===== src/hw/rtl/bped_pkg.sv =====
// shared types, codes and constants of the button press event detector
package bped_pkg;

    // number of buttons with per-button state
    localparam int unsigned BUTTONS = 8;
    localparam int unsigned ENTRY_W = (BUTTONS > 1) ? $clog2(BUTTONS) : 1;

    // event codes
    localparam logic [1:0] EV_NONE    = 2'd0;
    localparam logic [1:0] EV_PRESS   = 2'd1;
    localparam logic [1:0] EV_RELEASE = 2'd2;
    localparam logic [1:0] EV_LONG    = 2'd3;

    // configuration register indexes
    localparam logic [1:0] CFG_PULL_UP_MASK  = 2'd0;
    localparam logic [1:0] CFG_HOLD_TIME     = 2'd1;
    localparam logic [1:0] CFG_BOUNCE_WINDOW = 2'd2;

    // configuration reset values
    localparam logic [7:0]  PULL_UP_MASK_RST  = 8'd255;
    localparam logic [15:0] HOLD_TIME_RST     = 16'd1000;
    localparam logic [9:0]  BOUNCE_WINDOW_RST = 10'd50;

    // one input item
    typedef struct packed {
        logic [2:0]  button_index;
        logic        pin_level;
        logic [31:0] now_ms;
    } in_item_t;

    // one result item
    typedef struct packed {
        logic [1:0] event_res;
        logic       click;
    } out_item_t;

    // per-button state word
    typedef struct packed {
        logic [31:0] event_time;
        logic        was_pressed;
        logic        long_reported;
        logic [1:0]  last_press_kind;
    } state_t;

    localparam state_t STATE_RST = '{
        event_time:      32'd0,
        was_pressed:     1'b0,
        long_reported:   1'b0,
        last_press_kind: EV_RELEASE
    };

endpackage


===== src/hw/rtl/bped_update.sv =====
// per-button state update and event decision for one sample
module bped_update
(
    input  bped_pkg::state_t    cur,
    input  logic                pressed,
    input  logic [31:0]         now_ms,
    input  logic [15:0]         hold_time,
    input  logic [9:0]          bounce_window,
    output bped_pkg::state_t    nxt,
    output bped_pkg::out_item_t res
);

    logic [31:0] elapsed;
    logic        edge_ok;
    logic        long_ok;
    logic        click_ok;
    logic [1:0]  ev;

    // wrapping elapsed time since the last accepted event
    assign elapsed = now_ms - cur.event_time;

    // debounced edge, and long hold when no edge was taken
    assign edge_ok = (pressed != cur.was_pressed) && (elapsed > {22'd0, bounce_window});
    assign long_ok = !edge_ok && pressed && !cur.long_reported
                     && (elapsed > {16'd0, hold_time});

    always_comb
    begin
        nxt             = cur;
        nxt.was_pressed = pressed;
        ev              = bped_pkg::EV_NONE;
        if (edge_ok)
        begin
            nxt.event_time = now_ms;
            if (pressed)
            begin
                nxt.long_reported   = 1'b0;
                nxt.last_press_kind = bped_pkg::EV_PRESS;
                ev                  = bped_pkg::EV_PRESS;
            end
            else
            begin
                ev = bped_pkg::EV_RELEASE;
            end
        end
        if (long_ok)
        begin
            nxt.long_reported   = 1'b1;
            nxt.event_time      = now_ms;
            nxt.last_press_kind = bped_pkg::EV_LONG;
            ev                  = bped_pkg::EV_LONG;
        end
        // short press ended by this release
        click_ok = (ev == bped_pkg::EV_RELEASE)
                   && (cur.last_press_kind == bped_pkg::EV_PRESS);
        if (click_ok)
        begin
            nxt.last_press_kind = bped_pkg::EV_RELEASE;
        end
        res.event_res = ev;
        res.click     = click_ok;
    end

endmodule


===== src/hw/rtl/button_press_event_detector.sv =====
// top level: debounced press, release, long hold and click detection per button
// input item to result item: state read into the update stage registers, then update into the output register
// throughput: one item per cycle while the output is not stalled; per-button state comes
// from one memory read registered at accept, with the last write forwarded to a following item
// reset: config registers to defaults, per-button valid bits cleared so every
// button reads its reset state; no clearing pass needed
module button_press_event_detector
(
    input  logic                clk,
    input  logic                rst_n,
    input  logic                in_valid,
    output logic                in_ready,
    input  bped_pkg::in_item_t  in_data,
    output logic                out_valid,
    input  logic                out_ready,
    output bped_pkg::out_item_t out_data,
    input  logic                cfg_valid,
    output logic                cfg_ready,
    input  logic [1:0]          cfg_index,
    input  logic [15:0]         cfg_data
);

    // configuration registers
    logic [7:0]  pull_up_mask_reg;
    logic [15:0] hold_time_reg;
    logic [9:0]  bounce_window_reg;

    // state memory and valid bits
    bped_pkg::state_t state_mem [bped_pkg::BUTTONS];
    logic [bped_pkg::BUTTONS-1:0] vld_reg;

    // update stage registers
    logic                          s1_valid_reg;
    bped_pkg::in_item_t            s1_item_reg;
    bped_pkg::state_t              rd_data_reg;
    logic                          rd_vld_reg;

    // last write, forwarded to the next item
    logic                          fwd_valid_reg;
    logic [bped_pkg::ENTRY_W-1:0]  fwd_idx_reg;
    bped_pkg::state_t              fwd_data_reg;

    // output register
    logic                          out_valid_reg;
    bped_pkg::out_item_t           out_data_reg;

    logic                          in_accept;
    logic                          s1_adv;
    logic                          s1_in_range;
    logic [bped_pkg::ENTRY_W-1:0]  rd_addr;
    logic [bped_pkg::ENTRY_W-1:0]  s1_addr;
    bped_pkg::state_t              cur_state;
    bped_pkg::state_t              nxt_state;
    bped_pkg::out_item_t           upd_res;
    logic                          pressed;

    // handshakes
    assign cfg_ready = 1'b1;
    assign s1_adv    = s1_valid_reg && (!out_valid_reg || out_ready);
    assign in_ready  = !s1_valid_reg || s1_adv;
    assign in_accept = in_valid && in_ready;
    assign out_valid = out_valid_reg;
    assign out_data  = out_data_reg;

    assign rd_addr     = in_data.button_index[bped_pkg::ENTRY_W-1:0];
    assign s1_addr     = s1_item_reg.button_index[bped_pkg::ENTRY_W-1:0];
    assign s1_in_range = 32'(s1_item_reg.button_index) < bped_pkg::BUTTONS;

    // configuration writes
    always_ff @(posedge clk or negedge rst_n)
    begin
        if (!rst_n)
        begin
            pull_up_mask_reg  <= bped_pkg::PULL_UP_MASK_RST;
            hold_time_reg     <= bped_pkg::HOLD_TIME_RST;
            bounce_window_reg <= bped_pkg::BOUNCE_WINDOW_RST;
        end
        else if (cfg_valid)
        begin
            case (cfg_index)
                bped_pkg::CFG_PULL_UP_MASK:  pull_up_mask_reg  <= cfg_data[7:0];
                bped_pkg::CFG_HOLD_TIME:     hold_time_reg     <= cfg_data;
                bped_pkg::CFG_BOUNCE_WINDOW: bounce_window_reg <= cfg_data[9:0];
                default: ;
            endcase
        end
    end

    // state memory: read on accept, write back when the update stage moves on
    always_ff @(posedge clk)
    begin
        if (s1_adv && s1_in_range)
        begin
            state_mem[s1_addr] <= nxt_state;
        end
        if (in_accept)
        begin
            rd_data_reg <= state_mem[rd_addr];
            s1_item_reg <= in_data;
        end
    end

    // valid bits, stage control and forwarding register
    always_ff @(posedge clk or negedge rst_n)
    begin
        if (!rst_n)
        begin
            vld_reg       <= '0;
            rd_vld_reg    <= 1'b0;
            s1_valid_reg  <= 1'b0;
            fwd_valid_reg <= 1'b0;
            fwd_idx_reg   <= '0;
        end
        else
        begin
            if (in_accept)
            begin
                rd_vld_reg <= vld_reg[rd_addr];
            end
            if (in_accept)
            begin
                s1_valid_reg <= 1'b1;
            end
            else if (s1_adv)
            begin
                s1_valid_reg <= 1'b0;
            end
            if (s1_adv && s1_in_range)
            begin
                vld_reg[s1_addr] <= 1'b1;
                fwd_valid_reg    <= 1'b1;
                fwd_idx_reg      <= s1_addr;
            end
        end
    end

    always_ff @(posedge clk)
    begin
        if (s1_adv && s1_in_range)
        begin
            fwd_data_reg <= nxt_state;
        end
    end

    // current state: forwarded write, stored entry, or reset value
    always_comb
    begin
        if (fwd_valid_reg && (fwd_idx_reg == s1_addr))
        begin
            cur_state = fwd_data_reg;
        end
        else if (rd_vld_reg)
        begin
            cur_state = rd_data_reg;
        end
        else
        begin
            cur_state = bped_pkg::STATE_RST;
        end
    end

    assign pressed = s1_item_reg.pin_level ^ pull_up_mask_reg[s1_item_reg.button_index];

    bped_update u_update
    (
        .cur           (cur_state),
        .pressed       (pressed),
        .now_ms        (s1_item_reg.now_ms),
        .hold_time     (hold_time_reg),
        .bounce_window (bounce_window_reg),
        .nxt           (nxt_state),
        .res           (upd_res)
    );

    // output register
    always_ff @(posedge clk or negedge rst_n)
    begin
        if (!rst_n)
        begin
            out_valid_reg <= 1'b0;
        end
        else if (s1_adv)
        begin
            out_valid_reg <= 1'b1;
        end
        else if (out_ready)
        begin
            out_valid_reg <= 1'b0;
        end
    end

    always_ff @(posedge clk)
    begin
        if (s1_adv)
        begin
            if (s1_in_range)
            begin
                out_data_reg <= upd_res;
            end
            else
            begin
                out_data_reg <= '0;
            end
        end
    end

    // checks
    a_ready_when_empty: assert property (@(posedge clk) disable iff (!rst_n)
        !s1_valid_reg |-> in_ready)
        else $error("input stalled with empty update stage");

    a_adv_fills_out: assert property (@(posedge clk) disable iff (!rst_n)
        s1_adv |=> out_valid_reg)
        else $error("update stage advanced without producing a result");

    a_click_on_release: assert property (@(posedge clk) disable iff (!rst_n)
        (out_valid_reg && out_data_reg.click) |->
            (out_data_reg.event_res == bped_pkg::EV_RELEASE))
        else $error("click without release");

    a_long_once: assert property (@(posedge clk) disable iff (!rst_n)
        (s1_valid_reg && upd_res.event_res == bped_pkg::EV_LONG) |->
            !cur_state.long_reported)
        else $error("long hold reported twice in one press");

endmodule


===== config.mk =====
export PLATFORM = sky130hd
export DESIGN_NAME = button_press_event_detector
export DESIGN_NICKNAME = d
export VERILOG_FILES = /design/src/hw/rtl/bped_pkg.sv /design/src/hw/rtl/bped_update.sv /design/src/hw/rtl/button_press_event_detector.sv
export SDC_FILE = /design/constraint.sdc
export NUM_CORES = 1
export LEC_CHECK = 0
export BUFFER_PORTS_ARGS = -buffer_cell sky130_fd_sc_hd__buf_2
export CAP_MARGIN = 25
export CORE_MARGIN = 3
export CORE_UTILIZATION = 30
export DETAILED_ROUTE_END_ITERATION = 6
export PLACE_DENSITY = 0.41
export SLEW_MARGIN = 25
export SYNTH_ARGS = -nofsm -noshare
export SYNTH_HDL_FRONTEND = slang
export SYNTH_SLANG_ARGS = --single-unit

===== constraint.sdc =====
create_clock -name clk -period 11.8 [get_ports clk]
set_input_delay 1.77 -clock clk [delete_from_list [all_inputs] [get_ports clk]]
set_output_delay 1.77 -clock clk [all_outputs]
set_load 0.02 [all_outputs]

## Word level (Yosys, flattened, before mapping)

Memories as Yosys holds them, arrays and structs flattened. A register that Yosys moved wholly into a read port is not among the register bits.
Cells that the tools add are included.
W data, S select, Z words.

| operators by class | value |
|---|---|
| reductions and logical operators | 21 |
| add/sub/neg operators | 1 |
| bitwise operators | 2 |
| order comparisons | 5 |
| equal/unequal tests | 6 |
| multiplexer cells | 23 |

Operators with widths:

| cell | count |
|---|---|
| $mux W36 | 2 |
| $mux W32 | 2 |
| $gt A32 B10 Y1 | 1 |
| $gt A32 B16 Y1 | 1 |
| $sub A32 B32 Y32 | 1 |
| $logic_and A1 B1 Y1 | 9 |
| $mux W1 | 9 |
| $mux W3 | 3 |
| $lt A3 B4 Y1 const B | 2 |
| $mux W2 | 4 |
| $or A8 B8 Y8 | 1 |
| $bmux W1 S3 | 2 |
| $reduce_and A2 Y1 | 3 |
| $eq A2 B1 Y1 const B | 2 |
| $eq A2 B2 Y1 const B | 2 |
| $logic_not A1 Y1 | 4 |
| $reduce_bool A2 Y1 | 2 |
| $demux W1 S3 | 1 |
| $eq A3 B3 Y1 | 1 |
| $ge A3 B1 Y1 const B | 1 |
| $logic_not A2 Y1 | 1 |
| $logic_or A1 B1 Y1 | 2 |
| $ne A1 B1 Y1 | 1 |
| $xor A1 B1 Y1 | 1 |

| storage, ports and cells | value |
|---|---|
| input port bits | 59 |
| memories kept | 1 |
| flip-flop bits (word level) | 124 |
| RAM bits | 288 |
| word-level logic and storage cells | 77 |
| output and inout bits | 6 |

Memories:

| memory | words | bits a word | rd ports | clocked after memory_dff | wr ports | RTL line | source |
|---|---|---|---|---|---|---|---|
| state_mem | 8 | 36 | 1 | 1 | 1 | button_press_event_detector.sv:29 | `bped_pkg::state_t state_mem [bped_pkg::BUTTONS];` |

## Logic depth before layout (Yosys ltp)

| logic depth | value |
|---|---|
| word-level depth | 14 |
| mapped depth | 31 |
| gate-level depth less buffers | 25 |

## Hierarchy

Synthesis repeated with hierarchy kept, for this count alone.

| second synthesis, totals | value |
|---|---|
| cells, all modules | 1280 |
| area, all modules | 20671.1 um2 |

By module, submodules not included:

| module | instances | area each (um2) | seq. area each (um2) | cells an instance |
|---|---|---|---|---|
| button_press_event_detector | 1 | 17107.7 | 13228.9 | 787 |
| bped_update | 1 | 3563.4 | 0.0 | 493 |

## Least setup slack after synthesis

OpenSTA, ideal clock, no wires.

| timing path | value |
|---|---|
| path kind | input to register |
| from | input out_ready |
| to | memory state_mem[1][0] (netlist name) (enable) |
| required time | 11.324 ns |
| setup slack | 5.638 ns |
| library setup time | 0.476 ns |
| cell stages on the path | 5 |
| arrival time | 5.687 ns |
| path buffers | 0 |
| cells stage by stage | nand2b_1 nand2_1 inv_1 nand2_1 nor3_1 |

| on the way | value |
|---|---|
| cells in the longest elaborated chain, start to end | 4 |

Ends and longest elaborated chain:

| element | RTL line | source |
|---|---|---|
| start, declared | button_press_event_detector.sv:15 | `input logic out_ready,` |
| $logic_or A1 B1 Y1 | button_press_event_detector.sv:59 | `assign s1_adv = s1_valid_reg && (!out_valid_reg \|\| out_ready);` |
| $logic_and A1 B1 Y1 | button_press_event_detector.sv:59 |  |
| net s1_adv | button_press_event_detector.sv:48 | `logic s1_adv;` |
| $mux W1 | button_press_event_detector.sv:92 | `if (s1_adv && s1_in_range)` |
| $mux W1 (not written as such) | button_press_event_detector.sv:94 | `state_mem[s1_addr] <= nxt_state;` |
| end, declared | button_press_event_detector.sv:29 |  |

The timed path passes the listed nets, and every way through them passes these cells.

==> flow_metrics.env <==
export IMPL_grt_pass1_vias=12800
export IMPL_gp_congestion=0.902
export IMPL_min_path_type="register to register"
export IMPL_critPathTopFamily="compound AO/OA/AOI/OAI gates"
export IMPL_outcome="finished, final reports clean"
export IMPL_syn_area_mm2=0.0209
export IMPL_avgViaCountPerCell=5.08
export IMPL_holdBufCountCts=0
export IMPL_synth_edf_count=399
export IMPL_combPwrFrac_pct=23.6
export IMPL_critPathMaxStageDelay_ns=0.75
export IMPL_yosysSeqAreaShare_pct=63.3
export IMPL_area_delta_synth_final_pct=15.6
export IMPL_p_clk_share_pct=34.5
export IMPL_drt_pass1_iterations=5
export IMPL_drt_total_wl_um=59200
export IMPL_endpoint_kind="register"
export IMPL_crit_chain="xnor2_2, nand4_4, buf_4, nand3_1, nand2_1, ha_1, inv_1, ha_1, inv_1, o311a_1, a222oi_1, nor4bb_1, buf_4, o211a_1, nor2_2, xnor2_1, ha_1, nand4_1, or3_1, a31oi_1, o211ai_1, o21ai_4, buf_4, mux2i_1"
export IMPL_yosys_area_share_simple_pct=7.52
export IMPL_diodes=0
export IMPL_cts_setup_buffers=0
export IMPL_max_clock_path_buffers=3
export IMPL_start_util_pct=30.4
export IMPL_pin_count=65
export IMPL_core_area_mm2=0.0688
export IMPL_synth_compound_area_share_pct=7.30
export IMPL_cts_clk_slew_worst_paths_ns=0.06
export IMPL_dp_cells=2339
export IMPL_cts_repair_resized=0
export IMPL_hold_viol=0
export IMPL_dpl_hpwl_um=38000
export IMPL_drt_iter0_markers=785
export IMPL_worstSetupStartpointType="register"
export IMPL_slew_viol_final=0
export IMPL_route_vias_total=12400
export IMPL_ff_latch_area_mm2=0.0132
export IMPL_largest_register_ffs=288
export IMPL_setup_viol=0
export IMPL_syn_nets=1486
export IMPL_grt_pass1_wl_um=87900
export IMPL_drc=0
export IMPL_fin_worst_skew_ns=0.0362
export IMPL_ys_warn_count=0
export IMPL_startpoint="s1_addr[1]"
export IMPL_nNetsFinal=1567
export IMPL_worstMarginPinSlew_ns=0.975
export IMPL_synth_seq_cells=448
export IMPL_dieArea_mm2=0.0729
export IMPL_fp_dieH_um=270
export IMPL_synthAdderAreaFrac_pct=3.01
export IMPL_worst_slack_ns=4.27
export IMPL_h_tree_depth=2
export IMPL_p_per_area_mw_per_mm2=203
export IMPL_portBuffers=63
export IMPL_antenna_found_initial=0
export IMPL_grt_max_degree=53
export IMPL_cap_violations=0
export IMPL_die_x_um=270
export IMPL_min_from="vld_reg[0]"
export IMPL_p_leak_uw=0.00855
export IMPL_cts_made_buffers=51
export IMPL_internal_power_uw=3420
export IMPL_rsz0062_at_grt="no"
export IMPL_vdd_drop_max_mv=0.110
export IMPL_path_max_fanout=28
export IMPL_cp_arrival_ns=7.83
export IMPL_required_ns=12.10
export IMPL_max_freq_ghz=0.133
export IMPL_worstSetupPathType="register to register"
export IMPL_cp_slowest_cell="mux2i_1"
export IMPL_cts_root_buffer="clkbuf_16"
export IMPL_async_flop_share_pct=10.9
export IMPL_cts_sinks=448
export IMPL_synth_top_family_by_area="multiplexers"
export IMPL_multi_input_area_mm2=0.00717
export IMPL_r2r_setup_slack_ns=4.27
export IMPL_drive_gt1_share_pct=25.5
export IMPL_rows=96
export IMPL_grt_usage_pct=16.1
export IMPL_nFillCells=6578
export IMPL_p_sw_share_pct=30.1
export IMPL_timing_rr_start="s1_addr[1]"
export IMPL_seqPwrFrac_pct=41.9
export IMPL_synthMuxAreaShare_pct=14.6
export IMPL_cts_tree="yes"
export IMPL_fin_crit_ns=7.53
export IMPL_syn_area_per_cell_um2=15.1
export IMPL_instances_no_fill=2434
export IMPL_dpl_worst_slack_ns=4.27
export IMPL_yosys_cell_types_count=87
export IMPL_min_period_over_period_pct=63.8
export IMPL_slew_headroom_pct=34.1
export IMPL_synth_xor_area_share_pct=1.60
export IMPL_synth_flop_cell="edfxtp_1"
export IMPL_wl_per_cell_um=24.3
export IMPL_power_switching_uw=1470
export IMPL_ant_nets=0
export IMPL_gr_total_overflow=0
export IMPL_clkLatencyLatePin_ns=0.61
export IMPL_final_setup_tns_ns=0
export IMPL_worst_path_buf_inv=5
export IMPL_synthCells=1380
==> power groups by stage <==
stage                     logic (uW)  clock network (uW)  registers [uW]
after global routing            1270                1800            2060
after detailed placement        1160                   0            2080
after floorplan                  789                   0            2050
final                           1160                1690            2050
after global placement          1150                   0            2080
after CTS                       1160                1740            2050
==> layer usage <==
metal  vias to the layer above  track usage, %  part of all wire (%)
met1                      6368            22.0                    45
li1                       5584               -                     -
met5                         -               0                     0
met4                         0            4.78                   2.7
met2                       307            26.4                    48
met3                        98            2.82                   4.8
==> area by class of cell <==
cell class / count / area share (%)
clock inverters: 38 / 1.94
multi-input cells: 796 / 29.7
well taps: 931 / 4.82
clock buffers: 57 / 5.46
inverters: 73 / 1.14
flip-flops and latches: 448 / 54.7
repair buffers: 91 / 2.21
==> cells in the final DEF, fill, tap and decap left out, types with 10 or more instances in the layout <==
master / count
o211ai_1: 10
bufinv_16: 10
nand4_1: 22
clkbuf_16: 52
nor3_1: 14
nand2_1: 55
mux2i_1: 45
or2_2: 12
xnor2_1: 22
mux2_2: 76
nand3_1: 11
buf_4: 31
nor2_1: 41
o22ai_1: 10
mux4_2: 76
nand2b_1: 22
buf_2: 60
clkinv_1: 13
and3_1: 27
dfrtp_1: 31
o21ai_0: 36
and2_1: 14
ha_1: 47
o21a_1: 10
a21oi_1: 79
dfstp_2: 17
inv_1: 71
edfxtp_1: 399
==> kinds of logic after synthesis <==
| kind of cell | Yosys count |
|---|---|
| AO/OA/AOI/OAI | 232 |
| XOR/XNOR | 33 |
| adder cells (fa/ha/maj) | 51 |
| buffers and inverters | 136 |
| flip-flops | 448 |
| multiplexers | 199 |
| other | 1 |
| AND/OR/NAND/NOR | 280 |
==> path summary, 6_finish.rpt <==
check / to / depth (start not counted)
worst max-delay path: state_mem[0][21] / 24
worst min-delay path: vld_reg[0] / 1
worst max register to register: state_mem[0][21] / 24
worst min register to register: vld_reg[0] / 1
max in group asynchronous: rd_vld_reg / 2
min in group asynchronous: hold_time_reg[2] / 2
==> per-stage QoR <==
stage               utilization (%)  cell area, um2  total power, uW  hold WS (ns)
global placement               32.5           22400             3230         0.450
CTS                            35.1           24200             4950         0.464
global route                   35.1           24200             5140         0.477
finish                         35.1           24200             4890         0.460
detailed placement             32.5           22400             3240         0.451
floorplan                         -           20900             2840         0.434
==> cells in the mapped netlist, types with 8 or more instances <==
cell        n  area, um2
nand2b_1   22        138
nor4_1      8       50.1
or2_2      12       75.1
xnor2_1    22        193
nand3_1    11       55.1
buf_1      10       37.5
nand4_1    22        138
nor2_1     44        165
nor3_1     18       90.1
a21oi_1    79        395
and3_1     27        169
ha_1       47        588
and2_1     14       87.6
o21ai_0    36        180
dfstp_2    17        447
nand2_1    55        206
mux2_2     76        856
dfrtp_1    32        801
edfxtp_1  399      12000
inv_1      73        274
mux2i_1    45        450
o22ai_1    10       62.6
mux4_2     76       1710
o21a_1     10       75.1
clkbuf_1   41        154
o211ai_1   10       75.1
==> worst reg2reg max path, delay by kind of cell, from the launching register on <==
kind,cells,cell delay (ns)
AO/OA/AOI/OAI,6,1.76
XOR/XNOR,2,0.56
adder cells (fa/ha/maj),3,0.67
multiplexers,1,0.76
buffers and inverters,5,1.35
AND/OR/NAND/NOR,7,1.53
flip-flops,1,0.62
Power figures use the tool's default switching activity.
